===== src/design/rasc_pkg.sv =====
// shared types and constants for the relay alarm scheduler clock
// no dependencies
`default_nettype none

package rasc_pkg;

  // sizes and limits
  localparam int ENTRIES_PER_RELAY_DEF = 5;
  localparam int ENTRY_W               = 13;
  localparam int MIN_PER_HOUR          = 60;
  localparam logic [4:0]  HOUR_MAX     = 5'd23;
  localparam logic [5:0]  MINSEC_MAX   = 6'd59;
  localparam logic [10:0] MIN_PER_DAY  = 11'd1440;

  // clock values after reset
  localparam logic [4:0] HOUR_RST   = 5'd19;
  localparam logic [5:0] MINUTE_RST = 6'd30;
  localparam logic [5:0] SECOND_RST = 6'd0;

  // transaction modes
  localparam logic [1:0] MODE_TICK  = 2'd0;
  localparam logic [1:0] MODE_SET   = 2'd1;
  localparam logic [1:0] MODE_WRITE = 2'd2;
  localparam logic [1:0] MODE_QUERY = 2'd3;

  // entry actions
  localparam logic [1:0] ACT_NONE = 2'd0;
  localparam logic [1:0] ACT_ON   = 2'd1;
  localparam logic [1:0] ACT_OFF  = 2'd2;
  localparam logic [1:0] ACT_BAD  = 2'd3;

  typedef struct packed {
    logic [1:0] mode;
    logic       relay_select;
    logic [2:0] entry_index;
    logic [1:0] entry_action;
    logic [4:0] set_hour;
    logic [5:0] set_minute;
    logic [5:0] set_second;
  } in_t;

  typedef struct packed {
    logic        relay_one_on;
    logic        relay_two_on;
    logic [4:0]  clock_hour;
    logic [5:0]  clock_minute;
    logic [5:0]  clock_second;
    logic        next_found;
    logic [2:0]  next_index;
    logic [4:0]  next_hour;
    logic [5:0]  next_minute;
    logic [10:0] next_wait;
  } out_t;

endpackage

`default_nettype wire


===== src/design/relay_alarm_scheduler_clock.sv =====
// time-of-day clock with a per-relay switching table held in a synchronous memory
// depends on rasc_pkg
//
//   channel  | signals                 | handshake
//   ---------+-------------------------+------------------------------------
//   command  | item (rasc_pkg::in_t)   | taken when start is high, busy low
//   result   | result (rasc_pkg::out_t)| valid for one cycle while done high
//
// each transaction first updates the clock or writes the table in the exec state,
// then issues one table read per cycle over all entries of both relays through the
// single memory read port, then drains the read and wait pipeline before done.
// busy stays high from accept until the result cycle; the table reads as
// cleared after reset through per-entry valid bits, so there is no clear pass.
`default_nettype none

module relay_alarm_scheduler_clock #(
  parameter int ENTRIES_PER_RELAY = rasc_pkg::ENTRIES_PER_RELAY_DEF
) (
  input  logic           clk,
  input  logic           rst,
  input  logic           start,
  input  rasc_pkg::in_t  item,
  output logic           busy,
  output logic           done,
  output rasc_pkg::out_t result
);
  import rasc_pkg::*;

  localparam int TABLE_N = 2 * ENTRIES_PER_RELAY;
  localparam int ADDR_W  = $clog2(TABLE_N);
  localparam int IDX_W   = (ENTRIES_PER_RELAY > 1) ? $clog2(ENTRIES_PER_RELAY) : 1;
  localparam logic [IDX_W-1:0]  IDX_LAST = IDX_W'(ENTRIES_PER_RELAY - 1);
  localparam logic [ADDR_W-1:0] REL_BASE = ADDR_W'(ENTRIES_PER_RELAY);

  typedef enum logic [1:0] {S_IDLE, S_EXEC, S_SCAN, S_DRAIN} state_t;

  state_t state;
  in_t    q;

  // clock and relay state
  logic [4:0]  hour_count;
  logic [5:0]  minute_count;
  logic [5:0]  second_count;
  logic        relay_one_state;
  logic        relay_two_state;
  logic [10:0] now_min;

  // table memory with valid bits standing in for the cleared reset state
  logic [ENTRY_W-1:0] entry_mem [TABLE_N];
  logic [TABLE_N-1:0] entry_vld;
  logic [ENTRY_W-1:0] rd_data;
  logic               rd_vld;

  // scan counters
  logic             scan_relay;
  logic [IDX_W-1:0] scan_idx;
  logic [ADDR_W-1:0] rd_addr;

  // pipeline stage 1: memory data
  logic             v1;
  logic             p1_relay;
  logic [IDX_W-1:0] p1_idx;

  // pipeline stage 2: entry time in minutes
  logic             v2;
  logic [10:0]      t_min;
  logic [IDX_W-1:0] p2_idx;
  logic [4:0]       p2_hour;
  logic [5:0]       p2_minute;

  // soonest pending entry so far
  logic             best_found;
  logic [10:0]      best_wait;
  logic [IDX_W-1:0] best_idx;
  logic [4:0]       best_hour;
  logic [5:0]       best_minute;

  // combinational helpers
  logic [4:0]         sat_hour;
  logic [5:0]         sat_minute;
  logic [5:0]         sat_second;
  logic [1:0]         wr_act;
  logic               wr_en;
  logic [IDX_W-1:0]   wr_idx;
  logic [ADDR_W-1:0]  wr_addr;
  logic [ENTRY_W-1:0] wr_data;
  logic [6:0]         sec_inc;
  logic [6:0]         min_inc;
  logic [5:0]         hour_inc;
  logic [4:0]         tick_hour;
  logic [5:0]         tick_minute;
  logic [5:0]         tick_second;
  logic [ENTRY_W-1:0] ent;
  logic [4:0]         ent_hour;
  logic [5:0]         ent_minute;
  logic [1:0]         ent_act;
  logic               ent_match;
  logic [11:0]        wait_sum;
  logic [10:0]        wait_min;
  logic               last_issue;

  assign busy = (state != S_IDLE);

  // input saturation and entry encoding
  always_comb begin
    sat_hour   = (q.set_hour > HOUR_MAX) ? HOUR_MAX : q.set_hour;
    sat_minute = (q.set_minute > MINSEC_MAX) ? MINSEC_MAX : q.set_minute;
    sat_second = (q.set_second > MINSEC_MAX) ? MINSEC_MAX : q.set_second;
    wr_act     = (q.entry_action == ACT_BAD) ? ACT_NONE : q.entry_action;
    wr_idx     = IDX_W'(q.entry_index);
    wr_addr    = q.relay_select ? (REL_BASE + ADDR_W'(wr_idx)) : ADDR_W'(wr_idx);
    wr_data    = {sat_hour, sat_minute, wr_act};
    wr_en      = (state == S_EXEC) && (q.mode == MODE_WRITE) &&
                 (int'(q.entry_index) < ENTRIES_PER_RELAY);
  end

  // one-second advance with wrap
  always_comb begin
    sec_inc     = 7'(second_count) + 7'd1;
    min_inc     = 7'(minute_count);
    hour_inc    = 6'(hour_count);
    tick_second = sec_inc[5:0];
    if (sec_inc > 7'(MINSEC_MAX)) begin
      tick_second = 6'd0;
      min_inc     = min_inc + 7'd1;
    end
    tick_minute = min_inc[5:0];
    if (min_inc > 7'(MINSEC_MAX)) begin
      tick_minute = 6'd0;
      hour_inc    = hour_inc + 6'd1;
    end
    tick_hour = hour_inc[4:0];
    if (hour_inc > 6'(HOUR_MAX)) begin
      tick_hour = 5'd0;
    end
  end

  // scan address and entry decode
  always_comb begin
    rd_addr    = scan_relay ? (REL_BASE + ADDR_W'(scan_idx)) : ADDR_W'(scan_idx);
    last_issue = scan_relay && (scan_idx == IDX_LAST);
    ent        = rd_vld ? rd_data : '0;
    ent_hour   = ent[12:8];
    ent_minute = ent[7:2];
    ent_act    = ent[1:0];
    ent_match  = (ent_hour == hour_count) && (ent_minute == minute_count);
    wait_sum   = 12'(t_min) + 12'(MIN_PER_DAY) - 12'(now_min);
    wait_min   = (wait_sum >= 12'(MIN_PER_DAY)) ? 11'(wait_sum - 12'(MIN_PER_DAY))
                                                : 11'(wait_sum);
  end

  // table memory, one write and one registered read per cycle
  always_ff @(posedge clk) begin
    if (wr_en) begin
      entry_mem[wr_addr] <= wr_data;
    end
    rd_data <= entry_mem[rd_addr];
    rd_vld  <= entry_vld[rd_addr];
  end

  // sequencer, clock, relays and result register
  always_ff @(posedge clk) begin
    if (rst) begin
      state           <= S_IDLE;
      done            <= 1'b0;
      hour_count      <= HOUR_RST;
      minute_count    <= MINUTE_RST;
      second_count    <= SECOND_RST;
      relay_one_state <= 1'b0;
      relay_two_state <= 1'b0;
      entry_vld       <= '0;
      v1              <= 1'b0;
      v2              <= 1'b0;
    end else begin
      done    <= (state == S_DRAIN) && !v1 && !v2;
      now_min <= 11'(hour_count) * 11'(MIN_PER_HOUR) + 11'(minute_count);

      // stage 1: apply matching entries on ticks, pass selected entries on
      v1       <= (state == S_SCAN);
      p1_relay <= scan_relay;
      p1_idx   <= scan_idx;
      v2       <= v1 && (p1_relay == q.relay_select) && (ent_act != ACT_NONE);
      t_min    <= 11'(ent_hour) * 11'(MIN_PER_HOUR) + 11'(ent_minute);
      p2_idx    <= p1_idx;
      p2_hour   <= ent_hour;
      p2_minute <= ent_minute;
      if (v1 && (q.mode == MODE_TICK) && ent_match) begin
        if (ent_act == ACT_ON || ent_act == ACT_OFF) begin
          if (p1_relay) begin
            relay_two_state <= (ent_act == ACT_ON);
          end else begin
            relay_one_state <= (ent_act == ACT_ON);
          end
        end
      end

      // stage 2: keep the soonest entry, first index wins ties
      if (v2 && (wait_min < best_wait)) begin
        best_found  <= 1'b1;
        best_wait   <= wait_min;
        best_idx    <= p2_idx;
        best_hour   <= p2_hour;
        best_minute <= p2_minute;
      end

      unique case (state)
        S_IDLE: begin
          if (start) begin
            q     <= item;
            state <= S_EXEC;
          end
        end
        S_EXEC: begin
          unique case (q.mode)
            MODE_TICK: begin
              hour_count   <= tick_hour;
              minute_count <= tick_minute;
              second_count <= tick_second;
            end
            MODE_SET: begin
              hour_count   <= sat_hour;
              minute_count <= sat_minute;
              second_count <= sat_second;
            end
            MODE_WRITE: begin
              if (wr_en) begin
                entry_vld[wr_addr] <= 1'b1;
              end
            end
            MODE_QUERY: begin
            end
            default: begin
            end
          endcase
          scan_relay  <= 1'b0;
          scan_idx    <= '0;
          best_found  <= 1'b0;
          best_wait   <= MIN_PER_DAY;
          best_idx    <= '0;
          best_hour   <= '0;
          best_minute <= '0;
          state       <= S_SCAN;
        end
        S_SCAN: begin
          if (last_issue) begin
            state <= S_DRAIN;
          end else if (scan_idx == IDX_LAST) begin
            scan_idx   <= '0;
            scan_relay <= 1'b1;
          end else begin
            scan_idx <= scan_idx + IDX_W'(1);
          end
        end
        S_DRAIN: begin
          if (!v1 && !v2) begin
            result.relay_one_on <= relay_one_state;
            result.relay_two_on <= relay_two_state;
            result.clock_hour   <= hour_count;
            result.clock_minute <= minute_count;
            result.clock_second <= second_count;
            result.next_found   <= best_found;
            result.next_index   <= 3'(best_idx);
            result.next_hour    <= best_hour;
            result.next_minute  <= best_minute;
            result.next_wait    <= best_found ? best_wait : 11'd0;
            state               <= S_IDLE;
          end
        end
        default: begin
          state <= S_IDLE;
        end
      endcase
    end
  end

endmodule

`default_nettype wire


===== config.mk =====
export PLATFORM = sky130hd
export DESIGN_NAME = relay_alarm_scheduler_clock
export DESIGN_NICKNAME = d
export VERILOG_FILES = /design/src/design/rasc_pkg.sv /design/src/design/relay_alarm_scheduler_clock.sv
export SDC_FILE = /design/constraint.sdc
export NUM_CORES = 1
export LEC_CHECK = 0
export ABC_AREA = 1
export BUFFER_PORTS_ARGS = -buffer_cell sky130_fd_sc_hd__buf_2
export CORE_ASPECT_RATIO = 0.5
export CORE_UTILIZATION = 60
export DETAILED_ROUTE_END_ITERATION = 12
export GPL_ROUTABILITY_DRIVEN = 0
export HOLD_SLACK_MARGIN = 0.12
export PLACE_DENSITY = 0.9
export SYNTH_ARGS = -nofsm -noshare
export SYNTH_HDL_FRONTEND = slang
export SYNTH_SLANG_ARGS = --single-unit

===== constraint.sdc =====
create_clock -name clk -period 5.51 [get_ports clk]
set_input_delay 0.551 -clock clk [delete_from_list [all_inputs] [get_ports clk]]
set_output_delay 0.551 -clock clk [all_outputs]
set_load 0.01 [all_outputs]

==> results by stage, run 1 <==
Run status:
- The flow ran to the end, and the final reports show no timing, DRC or antenna violations.

Clock network:
- Clock latency on the worst-skew pair, taken at its later pin, is 550 ps.
- After clock tree synthesis, the repair step resized 0 gates.
- The tree is rooted in a sky130_fd_sc_hd__clkbuf_16.
- The H-tree depth reported by CTS is 1.
- The count of clock tree sinks is 316.
- In this run the deepest clock path goes through 3 buffers.
- The buffers inserted during post-CTS setup optimization is 0.
- Clock tree synthesis inserted a total of 26 buffers.
- TritonCTS built the clock tree.
- The number of hold buffers added after CTS was 0.
- The CTS clock-pin slew for the worst setup and hold paths is about 70 ps.

Critical path:
- Counting cells, the worst reg-to-reg path comes to 21.
- The path type of the worst setup path is register to register.
- The critical path starts at t_min[1]$_DFFE_PN_.
- The critical path goes through ha_1 > ha_1 > inv_1 > fa_1 > inv_1 > a21oi_1 > o21ai_0 > xor2_1 > inv_1 > o21ai_0 > nand2_1 > nand2_2 > xor2_1 > inv_1 > ha_1 > nand2_1 > nor2_1 > a211oi_1 > o2111ai_1 > a21oi_2 > buf_4.
- In this run the critical register-to-register path is captured at best_minute[2]$_SDFFCE_PP0P_.
- Of all nets on the critical path, the largest fanout is 20.
- STA puts the critical path data required time at between 5000 and 6000 ps.
- The slowest stage of the critical path belongs to the cell sky130_fd_sc_hd__fa_1.
- The cell that appears most often on the critical path is sky130_fd_sc_hd__inv_1.
- The flop-to-flop setup slack is 760 ps.
- The worst setup path is launched from a register.
- At the worst endpoint, the arrival time is 4970 ps.
- The startpoint identified for the worst register-to-register timing path is t_min[1]$_DFFE_PN_.
- The worst stage delay on the critical path is 410 ps.
- The critical path endpoint category is a register.

Placement:
- The pre-CTS worst setup slack is 836.7 ps.
- Detailed placement finished with a half-perimeter wire length of between 20000 and 25000 um.
- During placement, the flow inserted port buffers numbering 74.
- After detailed placement, the design holds a cell count of 1648.

Layout:
- Of the cells placed in the final design, the portion with a size suffix greater than 1 is approximately a tenth.
- The final cell count without fillers is ~1700.
- 0 antenna diodes ended up in the layout.
- Cells fill 68.88% of the core in the end.
- The synthesis-to-layout area growth is 9.852%.
- The final layout net count is around 1500.

Timing:
- The hold violation count in the final report is 0.
- The clock skew is around 9.3 ps.
- In the post-route analysis, the smallest setup slack over all paths is around 760 ps.
- Setup total negative slack on the finished layout was measured at 0 ps.
- The max-slew violation count is 0.
- At the pin with the least slew margin, the transition time is between 1000 and 1500 ps.
- Counting I/O delays and the setup requirement, the final critical path takes 4752 ps.
- The worst hold slack is 175.8 ps.
- The worst pin sits at a relative slew slack of between 10% and 20%.
- The final cycle utilization of the critical path is a little under nine tenths.
- Based on the critical path, the design can be clocked at up to 210.4 MHz.
- Setup repair after global routing left no endpoint under its margin.
- The number of failing setup endpoints in the final timing report is 0.

Global route:
- The overflow left after global routing is 0.
- The number of global-route vias before repair is about 10000.
- The met1 usage is about a third.
- The met2 layer usage reported by global route is between 40% and 50%.
- The initial antenna violation count came to 0.
- Entering global routing, the biggest net connects 70 pins.
- For this run, global-route usage on met3 was measured as about 4.6%.
- In this run the most used layer during global routing was met2.
- The wire length of the first global-routing pass is between 50000 and 60000 um.
- Across every metal layer, demand over resource in global routing totals between 20% and 30%.

Yosys:
- The synthesized design spends more area on one cell type than any other, namely sky130_fd_sc_hd__edfxtp_1.
- In this run, synthesis inferred around 270 flip-flops with an integrated enable.
- The portion of synthesized area spent on multiplexers is less than 1%.
- The post-synth design cell area is 0.01466 sq mm.
- The Yosys step of the flow raised 0 warnings.
- The average cell area after synthesis is about 11 sq um.
- By area the synthesized netlist is led by sky130_fd_sc_hd__edfxtp_1, sky130_fd_sc_hd__ha_1, sky130_fd_sc_hd__dfxtp_1.
- The area share of fa/ha/maj cells after synthesis is between 8 and 9%.
- The cell count after synthesis is between 1000 and 1500.
- The XOR/XNOR share of the synthesized area is approximately 2.9%.
- Counting distinct cell types in the post-synthesis netlist gives 50.
- In this run, synthesis produced a sequential element count of ~320.
- By area, the combinational part of the netlist is dominated by simple AND/OR/NAND/NOR gates.
- The proportion of synthesized flip-flops having asynchronous set or reset is 0%.
- The post-synthesis compound-gate area fraction is 9.340%.
- The synthesized netlist devotes ~11% of its cell area to simple gates.
- The fraction of post-synthesis cell area in the top cell type by area is 54.91%.
- The share of synthesized area occupied by flip-flops and latches is between 60% and 70%.
- The predominant post-synthesis flop cell is sky130_fd_sc_hd__edfxtp_1.
- The net count of the mapped netlist is ~1400.

Floorplan:
- The die area is about 0.025 sq mm.
- The starting utilization of the core area is between 60% and 70%.
- The overall die height is 112.5 um.
- The core footprint is 0.02337 sq mm.
- The top-level I/O count is 75.
- From left edge to right edge, the die measures approximately 220 um.
- The row count is 39.

Pwr:
- The net switching power of the design is between 3 and 4 mW.
- Of the total power, combinational logic draws between 40 and 50%.
- Across the VDD grid, the largest voltage drop is 449.0 uV.
- Net switching is 40.89% of the power.
- The internal power consumption is about 5.8 mW.
- The leakage power is 6.603 nW.
- Per report_power, the sequential group accounts for between 30% and 40% of the total.
- The share of total power dissipated in the clock network is between 10% and 20%.
- The power density of the placed cells is 607.2 mW/mm^2.

Worst hold path:
- The instance count along the most critical hold path is 1.
- For hold timing, the worst endpoint is q[22]$_DFFE_PP_.
- The startpoint of the worst hold path is item[22].
- The type of the worst min-delay path is input port to register.

Drt:
- The wire length after detailed routing is about 32000 um.
- In the final routed layout, each cell accounts on average for about 19 um.
- In this run, the number of DRC markers left after iteration 0 of detailed routing was 1072.
- The detailed-routing iteration count for the pre-antenna-repair pass is 6.
- The detail route stage leaves a number of antenna-violating nets equal to 0.
- The detailed-route vias per instance is just under 6.
- The remaining routing DRC violations is 0.
- The count of vias placed by the detailed router is 10070.

Run:
- The tool flagged a number of max-cap violations equal to 0.
[Yosys cell counts (6+ instances only)]
master and n:
sky130_fd_sc_hd__nand2_1 148, sky130_fd_sc_hd__o221ai_1 23, sky130_fd_sc_hd__a21oi_1 45, sky130_fd_sc_hd__o22ai_1 9
sky130_fd_sc_hd__ha_1 78, sky130_fd_sc_hd__inv_1 186, sky130_fd_sc_hd__o211ai_1 6, sky130_fd_sc_hd__nor2_1 134
sky130_fd_sc_hd__nand4_1 6, sky130_fd_sc_hd__edfxtp_1 268, sky130_fd_sc_hd__nor3_1 15, sky130_fd_sc_hd__dfxtp_1 48
sky130_fd_sc_hd__nand3_1 44, sky130_fd_sc_hd__xnor2_1 13, sky130_fd_sc_hd__fa_1 17, sky130_fd_sc_hd__clkbuf_1 38
sky130_fd_sc_hd__xor2_1 35, sky130_fd_sc_hd__o21ai_0 109
[worst max-delay path by stage]
| stage | endpoint | cells after the start |
|---|---|---|
| after floorplan | best_found$_SDFFCE_PP0P_ | 19 |
| after global placement | best_hour[4]$_SDFFCE_PP0P_ | 20 |
| after detailed placement | best_hour[4]$_SDFFCE_PP0P_ | 20 |
| after CTS | best_minute[2]$_SDFFCE_PP0P_ | 20 |
| after global routing | best_idx[0]$_SDFFCE_PP0P_ | 20 |
| final | best_minute[2]$_SDFFCE_PP0P_ | 21 |
[worst max-delay path: cells and delay by family (launching register included)]
kind            cells  cell delay, ps
compound gates      6            1230
fa+ha+maj           4            1170
buf+inv             5             740
xor+xnor            2             440
simple gates        4             430
flops               1             400
[cells by family after synthesis]
logic type               Yosys count
AND/OR/NAND/NOR                  379
flip-flops                       316
buffers and inverters            231
AO/OA/AOI/OAI                    230
adder cells (fa/ha/maj)           95
XOR/XNOR                          48
multiplexers                       1
[registers in the layout, indices dropped and copies added, names as in the netlist, 5 cells and up]
name / flops
hour_count: 5
result: 45
best_minute: 6
q: 22
best_hour: 5
t_min: 11
entry_mem: 130
best_wait: 11
minute_count: 6
rd_data: 13
second_count: 6
now_min: 11
p2_hour: 5
entry_vld: 10
[power groups by stage]
stage / registers [mW] / logic (mW) / clock network [mW]
floorplan: 3.31 / 3.46 / 0
global placement: 3.36 / 4.11 / 0
detailed placement: 3.38 / 4.52 / 0
CTS: 3.34 / 4.62 / 1.78
global route: 3.37 / 5.25 / 1.87
finish: 3.34 / 4.67 / 1.77
[per-layer routing]
metal / vias to the layer above / share of wire, %
met5: - / 0
li1: 4597 / -
met4: 0 / 4.1
met2: 542 / 49
met1: 4813 / 38
met3: 114 / 8.8
[placed cells by master, fill, tap and decap left out, drive strengths merged, types with 3 or more instances in the layout]
master   instances
dfxtp           48
xnor2           13
xor2            35
inv            188
edfxtp         268
nor2           138
o22ai            9
clkbuf          44
a31oi            5
ha              78
o2111ai          3
a221oi           5
o221ai          23
a21oi           46
o21a             5
nand3           48
o21ai          111
o21bai           3
a211oi           5
and2             4
fa              17
buf             84
o211ai           6
or2              5
nand2          156
nor3            15
nand4            6
clkinv           4
[final cells by class]
cell class	count	area, sq um
Clock buffer	44	762.0
Sequential cell	316	9009
Tap cell	307	384.1
Clock inverter	4	21.27
Timing Repair Buffer	84	445.4
Multi-Input combinational cell	753	4772
Fill cell	1449	7274
Inverter	188	705.7
[per-stage QoR]
stage | instance area (sq um) | total power [mW]
final | 16100 | 9.775
after detailed placement | 15320 | 7.902
after floorplan | 14660 | 6.778
after global routing | 16100 | 10.49
after global placement | 15320 | 7.472
after CTS | 16100 | 9.731
No activity file was read; power rests on OpenSTA's default activity.
==> run 2, diff against run 1 <==
--- a/config.mk
+++ b/config.mk
@@ -6,13 +6,14 @@
 export NUM_CORES = 1
 export LEC_CHECK = 0
 export ABC_AREA = 1
-export BUFFER_PORTS_ARGS = -buffer_cell sky130_fd_sc_hd__buf_2
 export CORE_ASPECT_RATIO = 0.5
 export CORE_UTILIZATION = 60
+export CTS_BUF_LIST = sky130_fd_sc_hd__clkbuf_16
 export DETAILED_ROUTE_END_ITERATION = 12
+export DONT_BUFFER_PORTS = 1
 export GPL_ROUTABILITY_DRIVEN = 0
 export HOLD_SLACK_MARGIN = 0.12
-export PLACE_DENSITY = 0.9
+export PLACE_DENSITY = 0.88
 export SYNTH_ARGS = -nofsm -noshare
 export SYNTH_HDL_FRONTEND = slang
 export SYNTH_SLANG_ARGS = --single-unit
==> run 2 against run 1 <==
Power about the same. Cell count down 2.7%. Via count down 0.89%. Final area down 0.24%. Hold slack better by 63 ps. Clock power up 5%. Sequential share of layout area up 0.14 points. Sequential power about the same. Fmax up 0.78%. Combinational power down 2%.
==> results by stage, run 2 (same netlist as run 1, synthesis figures left out) <==
Floorplan:
- The row count is 39.
- 75 I/O pins were placed.
- Once the floorplan was initialized, standard cells occupied about 63% of the core.
- The core region is ~0.023 sq mm.
- Measured along the x axis, the die boundary spans 223.0 um.
- The overall die height is 112.5 um.
- The die area is approximately 0.025 sq mm.

Pwr:
- The internal power consumption is 5.810 mW.
- Registers are responsible for between 30% and 40% of the overall power.
- The switching share of power is between 40 and 50%.
- The part of the total power dissipated in the clock network is 19.0%.
- The share of power burned in combinational logic is 46.7%.
- The total design power is ~9.8 mW.
- The analysis attributes to net switching a power of 3.972 mW.
- Summed over all cells, the static leakage comes to about 6.5 nW.
- For this design the ratio of total power to cell area is 609.1 mW/mm^2.
- Across the VDD grid, the largest voltage drop is about 500 uV.

Drt:
- Before antenna repair, the detailed router went through 5 iterations.
- After detailed routing, the total wire length is roughly 33000 um.
- The detailed-route vias per instance is between 6 and 7.
- The count of vias placed by the detailed router is around 10000.
- The remaining routing DRC violations is 0.
- The detailed-route wire length per cell is between 15 and 20 um.
- Once detail routing completed, the nets flagged for antenna violations numbered 0.
- The detailed router finished its first iteration with 1072 violations.

Critical path:
- The flop-to-flop setup slack is 790 ps.
- The reg-to-reg critical path endpoint is best_wait[2]$_SDFFCE_PP0P_.
- The path type of the worst setup path is register to register.
- Counting stages on the worst path, the most repeated cell is sky130_fd_sc_hd__nand2_1.
- The data required time of the critical path is 5770 ps.
- The critical register-to-register path startpoint is t_min[1]$_DFFE_PN_.
- In this design, the stage delay of the slowest critical-path cell is ~540 ps.
- The worst path arrival time is approximately 5000 ps.
- The type of origin of the critical path is a register.
- The number of cells on the worst reg-to-reg path is 20.
- The largest individual stage delay along the critical path comes from the cell sky130_fd_sc_hd__a21oi_2.
- In this run the worst setup path terminates at best_wait[2]$_SDFFCE_PP0P_.
- The critical path goes through ha_1 > ha_1 > inv_1 > fa_1 > o31ai_1 > xor2_1 > nand2_1 > nand2_1 > o21ai_0 > nand2_1 > nand2_2 > o21ai_0 > inv_1 > ha_1 > nand2_1 > nor2_1 > a211oi_1 > o2111ai_1 > a21oi_2 > buf_12.
- The timing startpoint of the critical path is t_min[1]$_DFFE_PN_.
- The worst setup path is captured at a register.
- The top fanout value on the critical path is 17.

Layout:
- Counting the fill cells in the layout gives about 1500.
- In the final layout, the share of cells above drive strength 1 is between 6 and 7%.
- The largest registers in the layout are entry_mem: 130 flops, result: 45 flops, q: 22 flops.
- The final layout net count is 1445.
- The register name with the most flops is entry_mem.
- The count of antenna diodes in the layout is 0.
- Compared with the post-synthesis result, the final layout area differs by 9.588%.
- In the layout the commonest cells are sky130_fd_sc_hd__edfxtp_1, sky130_fd_sc_hd__inv_1, sky130_fd_sc_hd__nand2_1.
- The most common library cell in the layout ignoring fill and taps is sky130_fd_sc_hd__edfxtp_1.
- The flip-flop count of the largest register, all copies and words added is 130.
- The final standard cell utilization of the core is 68.71%.

Timing:
- Adding up every negative setup slack in the final design gives 0 ps.
- Headroom to the max-slew limit came out at ~17%.
- The worst path in the final design needs a cycle of between 4000 and 5000 ps, including I/O delays and setup.
- The max-slew violation count is 0.
- In the finished design, the share of the clock period the worst path needs comes to a little under nine tenths.
- Setup violations remaining at the end of the flow were counted as 0.
- The transition time at the pin with the least slew margin is ~1200 ps.
- The clock skew is around 16 ps.
- Setup repair after global routing left no endpoint under its margin.
- The highest achievable clock rate is roughly 210 MHz.
- In the post-route analysis, the smallest setup slack over all paths is 794.7 ps.
- The hold violation count in the final report was 0.

Clock network:
- The longest clock path from root to sink contains 3 buffers.
- In this run the number of H-tree levels came out at 1.
- The CTS clock-pin slew for the worst setup and hold paths is ~70 ps.
- The count of clock tree sinks is 316.
- TritonCTS built the clock tree.
- The master cell of the clock root buffer is sky130_fd_sc_hd__clkbuf_16.
- The total CTS buffers is 27.
- The clock reaches the later pin of the worst-skew pair after 560 ps.

Global route:
- The first global-routing pass estimated between 50000 and 60000 um of wire.
- The overflow left after global routing is 0.
- Entering global routing, the biggest net connects 69 pins.
- The number of global-route vias before repair was a little under 10000.
- The initial antenna violation count came to 0.
- Global routing used between 20% and 30% of the available tracks.

Placement:
- The pre-CTS worst setup slack is 850.8 ps.
- The detailed-placement wirelength estimate is 20160 um.
- The port buffer count is 0.

Run status:
- The run finished with clean final reports.

Run:
- Max-cap violations in this run came to 0.

Worst hold path:
- The type of the worst min-delay path is input port to register.
-- run 2: changes by cell type in the layout (fill, tap and decap cells not counted), sizes merged --
| cell | previous run | this run |
|---|---|---|
| buf | 84 | 10 |
| clkbuf | 44 | 28 |
| clkinv | 4 | 8 |
| inv | 188 | 201 |
| bufinv | 0 | 1 |
| dlygate4sd3 | 0 | 26 |
-- run 2: power groups by stage --
| stage | clock [mW] | combinational (mW) | sequential (mW) |
|---|---|---|---|
| 3_5_place_dp | 0 | 4.42 | 3.39 |
| 5_1_grt | 1.96 | 5.20 | 3.38 |
| 2_1_floorplan | 0 | 3.46 | 3.31 |
| 6_report | 1.86 | 4.57 | 3.35 |
| 4_1_cts | 1.86 | 4.52 | 3.35 |
| 3_3_place_gp | 0 | 4.08 | 3.38 |
-- run 2: per-stage QoR --
| stage | std cells | hold slack [ps] | instance area (sq um) |
|---|---|---|---|
| after floorplan | 1300 | 400.3 | 14660 |
| after global placement | 1574 | 403.1 | 14960 |
| after detailed placement | 1574 | 404.5 | 14960 |
| after CTS | 1650 | 228.3 | 16060 |
| after global routing | 1650 | 227.8 | 16060 |
| final | 1650 | 239.0 | 16060 |
-- run 2: area by class of cell --
cell class              instances  area [sq um]  area share, %
repair buffers                 36         347.8          2.166
clock buffers                  28         700.7          4.363
inverters                     188         705.7          4.394
well taps                     307         384.1          2.392
multi-input cells             753          4772          29.71
flip-flops and latches        316          9009          56.09
clock inverters                22         141.4         0.8803
-- run 2: worst max-delay path: cells and delay by family, from the launching register on --
family                     cells  cell delay (ps)
adders and majority gates      4             1150
DFF                            1              390
and+or+nand+nor                6              600
xor gates and xnor gates       1              300
AOI/OAI and AO/OA              6             1610
buffers and inverters          3              370
-- run 2: repair_timing --
item / 4_1_cts / 5_1_grt
setup endpoints to repair: 0 / 0
hold buffers: 26 / 0
resized for setup: 0 / 0
setup buffers: 0 / 0
hold endpoints to repair: 44 / 0
-- run 2: how the worst min path moves through the flow --
| stage | start | depth (start not counted) | slack [ps] | end |
|---|---|---|---|---|
| detailed placement | p1_idx[1]$_DFFE_PN_ | 0 | 400 | p2_idx[1]$_DFFE_PN_ |
| CTS | rst | 1 | 230 | scan_idx[1]$_SDFFCE_PP0P_ |
| global placement | p1_idx[1]$_DFFE_PN_ | 0 | 400 | p2_idx[1]$_DFFE_PN_ |
| floorplan | p1_idx[0]$_DFFE_PN_ | 0 | 400 | p2_idx[0]$_DFFE_PN_ |
| finish | rst | 1 | 240 | scan_idx[1]$_SDFFCE_PP0P_ |
| global route | rst | 1 | 230 | scan_idx[1]$_SDFFCE_PP0P_ |
-- run 2: metal layers --
layer	up-vias	track usage [%]	wire [um]
li1	4512	-	-
met5	-	0	0
met3	119	6.073	3204
met4	0	11.31	1267
met2	611	46.02	15970
met1	4734	32.41	12290
